`config.mk`:
```
export PLATFORM = sky130hd
export DESIGN_NAME = iq_frame_capture_clip_detect
export DESIGN_NICKNAME = d
export VERILOG_FILES = /design/src/iqfc_pkg.sv /design/src/iqfc_cfg.sv /design/src/iqfc_mag.sv /design/src/iqfc_frame.sv /design/src/iq_frame_capture_clip_detect.sv
export SDC_FILE = /design/constraint.sdc
export NUM_CORES = 2
export LEC_CHECK = 0
export BUFFER_PORTS_ARGS = -buffer_cell sky130_fd_sc_hd__buf_4
export CORE_MARGIN = 5
export CORE_UTILIZATION = 64
export CTS_CLUSTER_SIZE = 40
export DETAILED_ROUTE_END_ITERATION = 12
export GPL_ROUTABILITY_DRIVEN = 0
export GPL_TIMING_DRIVEN = 0
export HOLD_SLACK_MARGIN = 0.1
export PLACE_DENSITY = 0.84
export SLEW_MARGIN = 20
export SYNTH_ARGS = -nofsm -noshare
export SYNTH_HDL_FRONTEND = slang
export SYNTH_SLANG_ARGS = --single-unit
```
`constraint.sdc`:
```
create_clock -name i_clk -period 12.42 [get_ports i_clk]
set_input_delay 1.242 -clock i_clk [delete_from_list [all_inputs] [get_ports i_clk]]
set_output_delay 1.242 -clock i_clk [all_outputs]
set_load 0.1 [all_outputs]
```
`src/iqfc_pkg.sv`:
```
package iqfc_pkg;

    // Field widths
    localparam int CMD_W      = 2;
    localparam int CHAN_W     = 4;
    localparam int SAMPLE_W   = 16;
    localparam int RATE_W     = 24;
    localparam int INDEX_W    = 10;
    localparam int SQ_W       = 31;
    localparam int MAG_W      = 32;

    // Configuration registers
    localparam int CFG_IDX_W  = 3;
    localparam int CFG_DATA_W = 31;
    localparam int LISTEN_W   = 3;
    localparam int FLEN_W     = 11;
    localparam int LEVEL_W    = 31;
    localparam int FRAC_W     = 16;
    localparam int LIMIT_W    = FRAC_W + FLEN_W;

    localparam int MIN_FRAME         = 64;
    localparam int FRAME_LEN_DEFAULT = 1024;

    localparam logic [LISTEN_W-1:0] LISTEN_RESET        = 3'd1;
    localparam logic [LEVEL_W-1:0]  SAT_LEVEL_RESET     = 31'd1071595414;
    localparam logic [FRAC_W-1:0]   CLIP_FRACTION_RESET = 16'd655;

    // Stream packing, lowest bit first
    localparam int IN_TDATA_W  = 64;
    localparam int OUT_TDATA_W = 72;
    localparam int OUT_TUSER_W = 2;

    localparam int IN_CHAN_LSB  = 0;
    localparam int IN_I_LSB     = IN_CHAN_LSB + CHAN_W;
    localparam int IN_Q_LSB     = IN_I_LSB + SAMPLE_W;
    localparam int IN_RATE_LSB  = IN_Q_LSB + SAMPLE_W;
    localparam int IN_USED_W    = IN_RATE_LSB + RATE_W;

    localparam int OUT_I_LSB     = 0;
    localparam int OUT_Q_LSB     = OUT_I_LSB + SAMPLE_W;
    localparam int OUT_INDEX_LSB = OUT_Q_LSB + SAMPLE_W;
    localparam int OUT_RATE_LSB  = OUT_INDEX_LSB + INDEX_W;
    localparam int OUT_USED_W    = OUT_RATE_LSB + RATE_W;

    localparam int TUSER_CLIPPED = 0;
    localparam int TUSER_DROPPED = 1;

    typedef enum logic [CMD_W-1:0] {
        CMD_SAMPLE     = 2'd0,
        CMD_GATE_OPEN  = 2'd1,
        CMD_GATE_CLOSE = 2'd2,
        CMD_RATE       = 2'd3
    } t_cmd;

    typedef enum logic [CFG_IDX_W-1:0] {
        REG_ENABLE           = 3'd0,
        REG_LISTEN_CHANNEL   = 3'd1,
        REG_FRAME_LENGTH     = 3'd2,
        REG_SATURATION_LEVEL = 3'd3,
        REG_CLIP_FRACTION    = 3'd4
    } t_reg_idx;

    typedef struct packed {
        t_cmd                       cmd;
        logic [CHAN_W-1:0]          channel;
        logic signed [SAMPLE_W-1:0] i_sample;
        logic signed [SAMPLE_W-1:0] q_sample;
        logic [RATE_W-1:0]          rate_hz;
    } t_item;

    typedef struct packed {
        logic                 enable;
        logic [LISTEN_W-1:0]  listen_channel;
        logic [FLEN_W-1:0]    frame_length;
        logic [LEVEL_W-1:0]   saturation_level;
        logic [LIMIT_W-1:0]   clip_limit;
    } t_cfg;

    typedef struct packed {
        logic signed [SAMPLE_W-1:0] i_out;
        logic signed [SAMPLE_W-1:0] q_out;
        logic [INDEX_W-1:0]         sample_index;
        logic                       frame_last;
        logic                       clipped;
        logic                       partial_dropped;
        logic [RATE_W-1:0]          frame_rate_hz;
    } t_result;

endpackage

```
`src/iqfc_cfg.sv`:
```
module iqfc_cfg #(
    parameter int FRAME_MAX    = 1024,
    parameter int MAX_CHANNELS = 4
) (
    input  logic                             i_clk,
    input  logic                             i_rst_n,
    input  logic                             i_cfg_we,
    input  logic [iqfc_pkg::CFG_IDX_W-1:0]   i_cfg_index,
    input  logic [iqfc_pkg::CFG_DATA_W-1:0]  i_cfg_data,
    output iqfc_pkg::t_cfg                   o_cfg,
    output logic                             o_clear
);
    import iqfc_pkg::*;

    localparam int FLEN_RESET_INT =
        (FRAME_MAX < FRAME_LEN_DEFAULT) ? FRAME_MAX : FRAME_LEN_DEFAULT;
    localparam logic [FLEN_W-1:0] FLEN_RESET = FLEN_W'(FLEN_RESET_INT);

    logic                r_enable;
    logic [LISTEN_W-1:0] r_listen;
    logic [FLEN_W-1:0]   r_frame_len;
    logic [LEVEL_W-1:0]  r_sat_level;
    logic [FRAC_W-1:0]   r_clip_frac;
    logic [LIMIT_W-1:0]  r_clip_limit;

    logic [LISTEN_W-1:0] listen_sat;
    logic [FLEN_W-1:0]   flen_sat;

    // Saturate channel and frame length writes into their legal ranges
    always_comb begin
        listen_sat = i_cfg_data[LISTEN_W-1:0];
        if (listen_sat == '0) begin
            listen_sat = LISTEN_W'(1);
        end
        if (int'(listen_sat) > MAX_CHANNELS) begin
            listen_sat = LISTEN_W'(MAX_CHANNELS);
        end
        flen_sat = i_cfg_data[FLEN_W-1:0];
        if (int'(flen_sat) < MIN_FRAME) begin
            flen_sat = FLEN_W'(MIN_FRAME);
        end
        if (int'(flen_sat) > FRAME_MAX) begin
            flen_sat = FLEN_W'(FRAME_MAX);
        end
    end

    assign o_clear = i_cfg_we && (i_cfg_index == REG_ENABLE);

    always_ff @(posedge i_clk) begin
        if (!i_rst_n) begin
            r_enable    <= 1'b0;
            r_listen    <= LISTEN_RESET;
            r_frame_len <= FLEN_RESET;
            r_sat_level <= SAT_LEVEL_RESET;
            r_clip_frac <= CLIP_FRACTION_RESET;
        end else if (i_cfg_we) begin
            case (i_cfg_index)
                REG_ENABLE:           r_enable    <= i_cfg_data[0];
                REG_LISTEN_CHANNEL:   r_listen    <= listen_sat;
                REG_FRAME_LENGTH:     r_frame_len <= flen_sat;
                REG_SATURATION_LEVEL: r_sat_level <= i_cfg_data[LEVEL_W-1:0];
                REG_CLIP_FRACTION:    r_clip_frac <= i_cfg_data[FRAC_W-1:0];
                default: ;
            endcase
        end
    end

    // Clip threshold in sample units times 2^16, refreshed every cycle
    always_ff @(posedge i_clk) begin
        r_clip_limit <= LIMIT_W'(r_clip_frac) * LIMIT_W'(r_frame_len);
    end

    assign o_cfg.enable           = r_enable;
    assign o_cfg.listen_channel   = r_listen;
    assign o_cfg.frame_length     = r_frame_len;
    assign o_cfg.saturation_level = r_sat_level;
    assign o_cfg.clip_limit       = r_clip_limit;

endmodule

```
`src/iqfc_mag.sv`:
```
module iqfc_mag (
    input  logic                        i_clk,
    input  logic                        i_rst_n,
    input  logic                        i_advance,
    input  logic                        i_valid,
    input  iqfc_pkg::t_item             i_item,
    output logic                        o_valid,
    output iqfc_pkg::t_item             o_item,
    output logic [iqfc_pkg::SQ_W-1:0]   o_i_sq,
    output logic [iqfc_pkg::SQ_W-1:0]   o_q_sq
);
    import iqfc_pkg::*;

    logic              r_valid;
    t_item             r_item;
    logic [SQ_W-1:0]   r_i_sq;
    logic [SQ_W-1:0]   r_q_sq;
    logic signed [2*SAMPLE_W-1:0] i_prod;
    logic signed [2*SAMPLE_W-1:0] q_prod;

    assign i_prod = $signed(i_item.i_sample) * $signed(i_item.i_sample);
    assign q_prod = $signed(i_item.q_sample) * $signed(i_item.q_sample);

    always_ff @(posedge i_clk) begin
        if (!i_rst_n) begin
            r_valid <= 1'b0;
        end else if (i_advance) begin
            r_valid <= i_valid;
        end
    end

    // Squares are never negative and top out at 2^30
    always_ff @(posedge i_clk) begin
        if (i_advance) begin
            r_item <= i_item;
            r_i_sq <= i_prod[SQ_W-1:0];
            r_q_sq <= q_prod[SQ_W-1:0];
        end
    end

    assign o_valid = r_valid;
    assign o_item  = r_item;
    assign o_i_sq  = r_i_sq;
    assign o_q_sq  = r_q_sq;

endmodule

```
`src/iqfc_frame.sv`:
```
module iqfc_frame #(
    parameter int FRAME_MAX = 1024
) (
    input  logic                        i_clk,
    input  logic                        i_rst_n,
    input  logic                        i_advance,
    input  logic                        i_clear,
    input  iqfc_pkg::t_cfg              i_cfg,
    input  logic                        i_valid,
    input  iqfc_pkg::t_item             i_item,
    input  logic [iqfc_pkg::SQ_W-1:0]   i_i_sq,
    input  logic [iqfc_pkg::SQ_W-1:0]   i_q_sq,
    output logic                        o_valid,
    output iqfc_pkg::t_result           o_res
);
    import iqfc_pkg::*;

    localparam int CNT_W = $clog2(FRAME_MAX + 1);

    logic [CNT_W-1:0]  r_fill;
    logic [CNT_W-1:0]  r_sat;
    logic              r_gate;
    logic [RATE_W-1:0] r_rate;
    logic              r_drop;
    logic              r_out_valid;
    t_result           r_res;

    logic [CNT_W-1:0]  n_fill;
    logic [CNT_W-1:0]  n_sat;
    logic              n_gate;
    logic [RATE_W-1:0] n_rate;
    logic              n_drop;
    logic              n_out_valid;
    t_result           n_res;

    logic              want_open;
    logic              chan_match;
    logic              rate_ok;
    logic [MAG_W-1:0]  mag;
    logic              hit;
    logic [CNT_W-1:0]  fill_d;
    logic [CNT_W-1:0]  sat_d;
    logic              drop_d;
    logic [CNT_W-1:0]  fill_n;
    logic [CNT_W-1:0]  sat_n;
    logic              mark;
    logic              last;
    logic              clip;

    assign want_open  = (i_item.cmd == CMD_GATE_OPEN);
    assign chan_match = (i_item.channel == CHAN_W'(i_cfg.listen_channel));
    assign rate_ok    = (i_item.rate_hz != '0);
    assign mag        = MAG_W'(i_i_sq) + MAG_W'(i_q_sq);
    assign hit        = (mag >= MAG_W'(i_cfg.saturation_level));

    always_comb begin
        n_fill      = r_fill;
        n_sat       = r_sat;
        n_gate      = r_gate;
        n_rate      = r_rate;
        n_drop      = r_drop;
        n_out_valid = 1'b0;
        n_res       = r_res;
        fill_d      = r_fill;
        sat_d       = r_sat;
        drop_d      = r_drop;
        fill_n      = '0;
        sat_n       = '0;
        mark        = 1'b0;
        last        = 1'b0;
        clip        = 1'b0;
        if (i_valid) begin
            case (i_item.cmd)
                CMD_GATE_OPEN, CMD_GATE_CLOSE: begin
                    if (want_open != r_gate) begin
                        n_gate = want_open;
                        if (r_fill != '0) begin
                            n_drop = 1'b1;
                        end
                        n_fill = '0;
                        n_sat  = '0;
                    end
                end
                CMD_RATE: begin
                    if (chan_match && rate_ok) begin
                        n_rate = i_item.rate_hz;
                    end
                end
                CMD_SAMPLE: begin
                    if (i_cfg.enable && r_gate && chan_match && rate_ok) begin
                        // Drop the partial frame on a rate change
                        if (r_rate != '0 && r_rate != i_item.rate_hz) begin
                            if (r_fill != '0) begin
                                drop_d = 1'b1;
                            end
                            fill_d = '0;
                            sat_d  = '0;
                        end
                        n_rate = i_item.rate_hz;
                        sat_n  = sat_d + CNT_W'(hit);
                        fill_n = fill_d + CNT_W'(1);
                        mark   = (fill_d == '0) && drop_d;
                        n_drop = drop_d && !mark;
                        last   = (32'(fill_n) >= 32'(i_cfg.frame_length));
                        clip   = last &&
                                 (64'({sat_n, 16'b0}) > 64'(i_cfg.clip_limit));
                        n_fill = last ? '0 : fill_n;
                        n_sat  = last ? '0 : sat_n;
                        n_out_valid           = 1'b1;
                        n_res.i_out           = i_item.i_sample;
                        n_res.q_out           = i_item.q_sample;
                        n_res.sample_index    = INDEX_W'(fill_d);
                        n_res.frame_last      = last;
                        n_res.clipped         = clip;
                        n_res.partial_dropped = mark;
                        n_res.frame_rate_hz   = i_item.rate_hz;
                    end
                end
                default: ;
            endcase
        end
    end

    always_ff @(posedge i_clk) begin
        if (!i_rst_n) begin
            r_fill      <= '0;
            r_sat       <= '0;
            r_gate      <= 1'b0;
            r_rate      <= '0;
            r_drop      <= 1'b0;
            r_out_valid <= 1'b0;
        end else if (i_clear) begin
            r_fill <= '0;
            r_sat  <= '0;
            r_gate <= 1'b0;
            r_rate <= '0;
            r_drop <= 1'b0;
        end else if (i_advance) begin
            r_fill      <= n_fill;
            r_sat       <= n_sat;
            r_gate      <= n_gate;
            r_rate      <= n_rate;
            r_drop      <= n_drop;
            r_out_valid <= n_out_valid;
        end
    end

    always_ff @(posedge i_clk) begin
        if (i_advance) begin
            r_res <= n_res;
        end
    end

    assign o_valid = r_out_valid;
    assign o_res   = r_res;

endmodule

```
`src/iq_frame_capture_clip_detect.sv`:
```
// IQ frame capture with clip detection.
//
// Feed commands on the s_axis side: tuser selects sample, gate open, gate
// close or rate report; tdata carries channel, I, Q and rate. Accepted
// samples leave on the m_axis side one for one, each tagged with its index
// in the frame; tlast marks the last sample of a frame, and tuser flags a
// clipped frame (on tlast) or a discarded partial frame (on the next first
// sample). Gate and rate commands produce no output.
//
// A request goes from input to output valid through the input register, the
// squaring register, then frame counting into the output register.
// Throughput is one request per cycle; the output register is the only
// place a stall is absorbed, and s_axis_tready drops only while a result
// waits there and m_axis_tready is low, which freezes the whole pipe.
//
// Reset empties the pipe, closes the gate, clears counts and stored rate,
// and loads the register defaults. Write registers through i_cfg_* only
// while the pipe is empty; a write to the enable register also clears
// counts, gate and stored rate.
module iq_frame_capture_clip_detect #(
    parameter int FRAME_MAX    = 1024,
    parameter int MAX_CHANNELS = 4
) (
    input  logic                                i_clk,
    input  logic                                i_rst_n,
    input  logic                                s_axis_tvalid,
    output logic                                s_axis_tready,
    // channel[3:0], i_sample[19:4], q_sample[35:20], rate_hz[59:36], zero pad
    input  logic [iqfc_pkg::IN_TDATA_W-1:0]     s_axis_tdata,
    // cmd[1:0]
    input  logic [iqfc_pkg::CMD_W-1:0]          s_axis_tuser,
    output logic                                m_axis_tvalid,
    input  logic                                m_axis_tready,
    // i_out[15:0], q_out[31:16], sample_index[41:32], frame_rate_hz[65:42], zero pad
    output logic [iqfc_pkg::OUT_TDATA_W-1:0]    m_axis_tdata,
    // clipped[0], partial_dropped[1]
    output logic [iqfc_pkg::OUT_TUSER_W-1:0]    m_axis_tuser,
    output logic                                m_axis_tlast,
    input  logic                                i_cfg_we,
    input  logic [iqfc_pkg::CFG_IDX_W-1:0]      i_cfg_index,
    input  logic [iqfc_pkg::CFG_DATA_W-1:0]     i_cfg_data
);
    import iqfc_pkg::*;

    t_cfg            cfg;
    logic            cfg_clear;
    logic            advance;
    t_item           in_item;
    logic            r_in_valid;
    t_item           r_in;
    logic            mag_valid;
    t_item           mag_item;
    logic [SQ_W-1:0] mag_i_sq;
    logic [SQ_W-1:0] mag_q_sq;
    logic            res_valid;
    t_result         res;

    // Advance the whole pipe unless a result is held at the output
    assign advance       = !res_valid || m_axis_tready;
    assign s_axis_tready = advance;

    // Unpack the request
    assign in_item.cmd      = t_cmd'(s_axis_tuser);
    assign in_item.channel  = s_axis_tdata[IN_CHAN_LSB +: CHAN_W];
    assign in_item.i_sample = s_axis_tdata[IN_I_LSB +: SAMPLE_W];
    assign in_item.q_sample = s_axis_tdata[IN_Q_LSB +: SAMPLE_W];
    assign in_item.rate_hz  = s_axis_tdata[IN_RATE_LSB +: RATE_W];

    iqfc_cfg #(
        .FRAME_MAX    (FRAME_MAX),
        .MAX_CHANNELS (MAX_CHANNELS)
    ) u_cfg (
        .i_clk       (i_clk),
        .i_rst_n     (i_rst_n),
        .i_cfg_we    (i_cfg_we),
        .i_cfg_index (i_cfg_index),
        .i_cfg_data  (i_cfg_data),
        .o_cfg       (cfg),
        .o_clear     (cfg_clear)
    );

    // Input register
    always_ff @(posedge i_clk) begin
        if (!i_rst_n) begin
            r_in_valid <= 1'b0;
        end else if (advance) begin
            r_in_valid <= s_axis_tvalid;
        end
    end

    always_ff @(posedge i_clk) begin
        if (advance) begin
            r_in <= in_item;
        end
    end

    iqfc_mag u_mag (
        .i_clk     (i_clk),
        .i_rst_n   (i_rst_n),
        .i_advance (advance),
        .i_valid   (r_in_valid),
        .i_item    (r_in),
        .o_valid   (mag_valid),
        .o_item    (mag_item),
        .o_i_sq    (mag_i_sq),
        .o_q_sq    (mag_q_sq)
    );

    iqfc_frame #(
        .FRAME_MAX (FRAME_MAX)
    ) u_frame (
        .i_clk     (i_clk),
        .i_rst_n   (i_rst_n),
        .i_advance (advance),
        .i_clear   (cfg_clear),
        .i_cfg     (cfg),
        .i_valid   (mag_valid),
        .i_item    (mag_item),
        .i_i_sq    (mag_i_sq),
        .i_q_sq    (mag_q_sq),
        .o_valid   (res_valid),
        .o_res     (res)
    );

    // Pack the result
    assign m_axis_tvalid = res_valid;
    assign m_axis_tlast  = res.frame_last;
    assign m_axis_tuser  = {res.partial_dropped, res.clipped};
    assign m_axis_tdata  = {{(OUT_TDATA_W - OUT_USED_W){1'b0}},
                            res.frame_rate_hz, res.sample_index,
                            res.q_out, res.i_out};

`ifndef SYNTHESIS
    // A dropped-frame mark only opens a frame
    a_drop_on_first: assert property (@(posedge i_clk) disable iff (!i_rst_n)
        m_axis_tvalid && m_axis_tuser[TUSER_DROPPED]
            |-> m_axis_tdata[OUT_INDEX_LSB +: INDEX_W] == '0)
        else $error("partial_dropped on a sample that does not open a frame");

    // A clip decision is only made on the closing sample
    a_clip_on_last: assert property (@(posedge i_clk) disable iff (!i_rst_n)
        m_axis_tvalid && m_axis_tuser[TUSER_CLIPPED] |-> m_axis_tlast)
        else $error("clipped flag outside the last sample of a frame");

    // A result held while the receiver stalls must stay valid
    a_stall_blocks: assert property (@(posedge i_clk) disable iff (!i_rst_n)
        m_axis_tvalid && !m_axis_tready |=> m_axis_tvalid)
        else $error("result lost while the receiver stalled");
`endif

endmodule
```
==> results_dict.tcl <==
set metrics [dict create \
    fin_area_um2 42200 \
    cpPeakStageDelay_ns 0.58 \
    mostFrequentLayoutCell "inv_1" \
    timing.final.ws_setup_ns 5.18 \
    fin_util 0.715 \
    placed_cells 4618 \
    clock_sinks 391 \
    fmax_mhz 138 \
    rsz0062_at_grt "no" \
    worst-setup-path-type "flip-flop to flip-flop" \
    post-route-period-util 0.583 \
    die_x_um 254 \
    grt_max_degree 56 \
    vias_per_cell 5.58 \
    first_iter_violations 1849 \
    clock_latency_ns 0.59 \
    r2r_end "u_mag.o_q_sq[30]$_DFFE_PN_" \
    yosysUniqueCellTypes 73 \
    hold_viol_final 0 \
    worst_ep_arrival_time_ns 7.56 \
    peakVddDrop_mv 0.468 \
    root_buffer "clkbuf_16" \
    synth-seq-area-share 0.272 \
    synthArstFlopShare 0 \
    maxSlewViolCount 0 \
    fillers 4167 \
    yosysWarnings 0 \
    coreArea_um2 59000 \
    grt_use_total 0.273 \
    synth-seq-cells 391 \
    post-place-ws_ns 5.23 \
    initial_core_util 0.645 \
    area_delta_synth_final_pct 10.8 \
    start_kind "flip-flop" \
    numCtsBuffers 43 \
    grt_pass1_wl_um 140000 \
    cp_common_cell "fa_1" \
    holdCritPathClass "flip-flop to flip-flop" \
    hold_end "u_frame.o_res[46]$_DFFE_PP_" \
    postRouteWirelength_um 85800 \
    cap_violations 0 \
    holdWs_ns 0.413 \
    worst-r2r-setup-slack_ns 5.18 \
    vias 26200 \
    fp.dieH_um 254 \
    layout_common_cells "inv_1 (776), fa_1 (591), nand2_1 (348), ha_1 (312), edfxtp_1 (251)" \
    min_from "u_mag.o_item[33]$_DFFE_PN_" \
    end_kind "flip-flop" \
    setup_tns_ns 0 \
    grt_pass1_vias 28500 \
    wl_per_cell_um 18.3 \
    clk_pin_slew_ns 0.06 \
    finClkSkew_ns 0.0137 \
    drive_gt1_frac 0.0729 \
    setup_violations 0 \
    drtAntennaViolNets 0 \
    regArea_um2 10300 \
    slowest_stage "fa_1" \
    post_cts_resized 0 \
    cts_tree "done" \
    route.detailed.drc 0 \
    ctsLongestPathBuffers 3 \
    cp_top_family "adder cells" \
    die_area_um2 64500 \
    final_cell_count_no_fill 4699 \
    slew_headroom 0.462 \
    post-route-min-period_ns 7.24 \
    synth_cells 3663 \
    first_pass_iters 5 \
    portBuffers 170 \
    post_cts.repair.setup_buffers 0 \
    syn_area_per_cell_um2 10.4 \
    netlist_area_um2 38100 \
    status "finished, final reports clean" \
    r2r-start "r_in[25]$_DFFE_PN_" \
    h-tree-depth 2 \
    multiInputGateArea_um2 24400 \
    path_max_fanout 10 \
    holdPathStages 0 \
    fp-row-count 89 \
    placed_cell_area_um2 40500 \
    holdBufCountCts 0 \
    rr_worst_depth 22 \
    tightestPinTransition_ns 0.807 \
    grt_overflow 0 \
    synthFlopType "edfxtp_1" \
    io_pins 182 \
    leakage_nw 19.9 \
    fin_nets 4898 \
    cp_data_required_time_ns 12.74 \
    grt_antenna_before_repair 0 \
    power_density_nw_per_um2 286 \
    post-dp-hpwl_um 68300 \
    critPathBufInv 5 \
    cp_cell_sequence "clkbuf_1 > clkbuf_1 > nand2_1 > inv_1 > fa_1 > inv_1 > fa_1 > fa_1 > fa_1 > inv_1 > fa_1 > fa_1 > ha_1 > a21o_1 > a21o_1 > a2111o_1 > a31oi_1 > nor2b_1 > a311oi_4 > o21ai_1 > a21oi_1 > xnor2_1" \
    synth_edf_count 251 \
    totalPowerFinal_mw 12.1 \
]
==> where the power goes <==
part / internal (mW) / switching [mW]
logic: 3.87 / 4.69
clock network: 0.900 / 0.565
registers: 1.98 / 0.0731
==> worst max path at each step <==
stage | start | end | slack [ns] | cells after the start
3_3_place_gp | m_axis_tready | u_frame.r_sat[9]$_SDFFE_PP0P_ | -4.35 | 10
2_1_floorplan | m_axis_tready | u_frame.r_sat[4]$_SDFFE_PP0P_ | 0.02 | 9
6_report | r_in[25]$_DFFE_PN_ | u_mag.o_q_sq[30]$_DFFE_PN_ | 5.18 | 22
3_5_place_dp | r_in[25]$_DFFE_PN_ | u_mag.o_q_sq[29]$_DFFE_PN_ | 5.23 | 22
5_1_grt | r_in[25]$_DFFE_PN_ | u_mag.o_q_sq[29]$_DFFE_PN_ | 4.75 | 22
4_1_cts | r_in[25]$_DFFE_PN_ | u_mag.o_q_sq[29]$_DFFE_PN_ | 5.18 | 22
==> Yosys cell counts (6+ instances only) <==
cell type    n  share of area
nor2_1     164          0.016
a22o_1       6         0.0014
nor3_1      25         0.0033
clkbuf_1   107          0.011
nor4_1      22         0.0036
xnor2_1    109          0.025
xor2_1      52          0.012
nand4_1     18         0.0030
nor3b_1      7         0.0014
fa_1       591           0.31
nor2b_1     45         0.0074
o211ai_1    34         0.0067
a21o_1      40         0.0079
dfxtp_1    140          0.074
ha_1       312           0.10
mux2i_1     31         0.0081
o21bai_1    13         0.0026
nand3_1     40         0.0053
a22oi_1     21         0.0041
o21a_1      18         0.0035
and3_1      22         0.0036
o21ai_0     51         0.0067
and2_1     173          0.028
or2_2        6        0.00099
a21boi_0    26         0.0051
or3_1        8         0.0013
inv_1      776          0.076
nand2_1    348          0.034
edfxtp_1   251           0.20
buf_4        6         0.0012
a211oi_1    14         0.0028
nand2b_1    29         0.0048
a21oi_1     91          0.012
==> worst reg2reg max path, cell delays in order, from the launching register on <==
cell,delay (ns)
edfxtp_1,0.35
clkbuf_1,0.45
clkbuf_1,0.52
nand2_1,0.25
inv_1,0.14
fa_1,0.48
inv_1,0.18
fa_1,0.45
fa_1,0.50
fa_1,0.58
inv_1,0.06
fa_1,0.39
fa_1,0.48
ha_1,0.37
a21o_1,0.18
a21o_1,0.18
a2111o_1,0.41
a31oi_1,0.19
nor2b_1,0.09
a311oi_4,0.33
o21ai_1,0.11
a21oi_1,0.18
xnor2_1,0.09
==> state kept, by name (all words and copies together), names as in the netlist <==
| name | count |
|---|---|
| u_cfg.r_clip_frac | 16 |
| r_in | 62 |
| r_in_valid | 1 |
| u_cfg.r_enable | 1 |
| u_frame.o_res | 69 |
| u_mag.o_item | 60 |
| u_cfg.r_clip_limit | 27 |
| u_mag.o_i_sq | 30 |
| u_frame.r_rate | 24 |
| u_cfg.r_frame_len | 11 |
| u_mag.o_q_sq | 30 |
| u_frame.r_sat | 11 |
| u_cfg.r_listen | 3 |
| u_mag.o_valid | 1 |
| u_cfg.r_sat_level | 31 |
| u_frame.r_drop | 1 |
| u_frame.r_fill | 11 |
| u_frame.r_gate | 1 |
| u_frame.o_valid | 1 |
==> layout make-up <==
cell class                 count  share of cell area
multi-input combinational   2383               0.578
sequential                   391               0.245
clock inverter                27              0.0110
clock buffer                  53              0.0282
timing repair buffer         177              0.0343
antenna                        1           0.0000593
inverter                     777              0.0691
tap                          773              0.0229
buffer                       117              0.0112
==> per-layer routing <==
layer	part of all wire	vias to the layer above	track usage	routed length [um]
met2	0.51	966	0.480	43800
met3	0.075	242	0.0506	6460
met1	0.37	13000	0.340	32200
met5	0	-	0	0
li1	-	12000	-	-
met4	0.040	0	0.0980	3400
==> cells by family after synthesis <==
group / count (synthesis) / synth area share
AO/OA/AOI/OAI: 365 / 0.0654
buffers and inverters: 894 / 0.0889
AND/OR/NAND/NOR: 916 / 0.115
multiplexers: 32 / 0.00844
adder cells (fa/ha/maj): 903 / 0.413
XOR/XNOR: 161 / 0.0370
other: 1 / 0.0000985
flip-flops: 391 / 0.272
(Power assumes the default switching activity.)
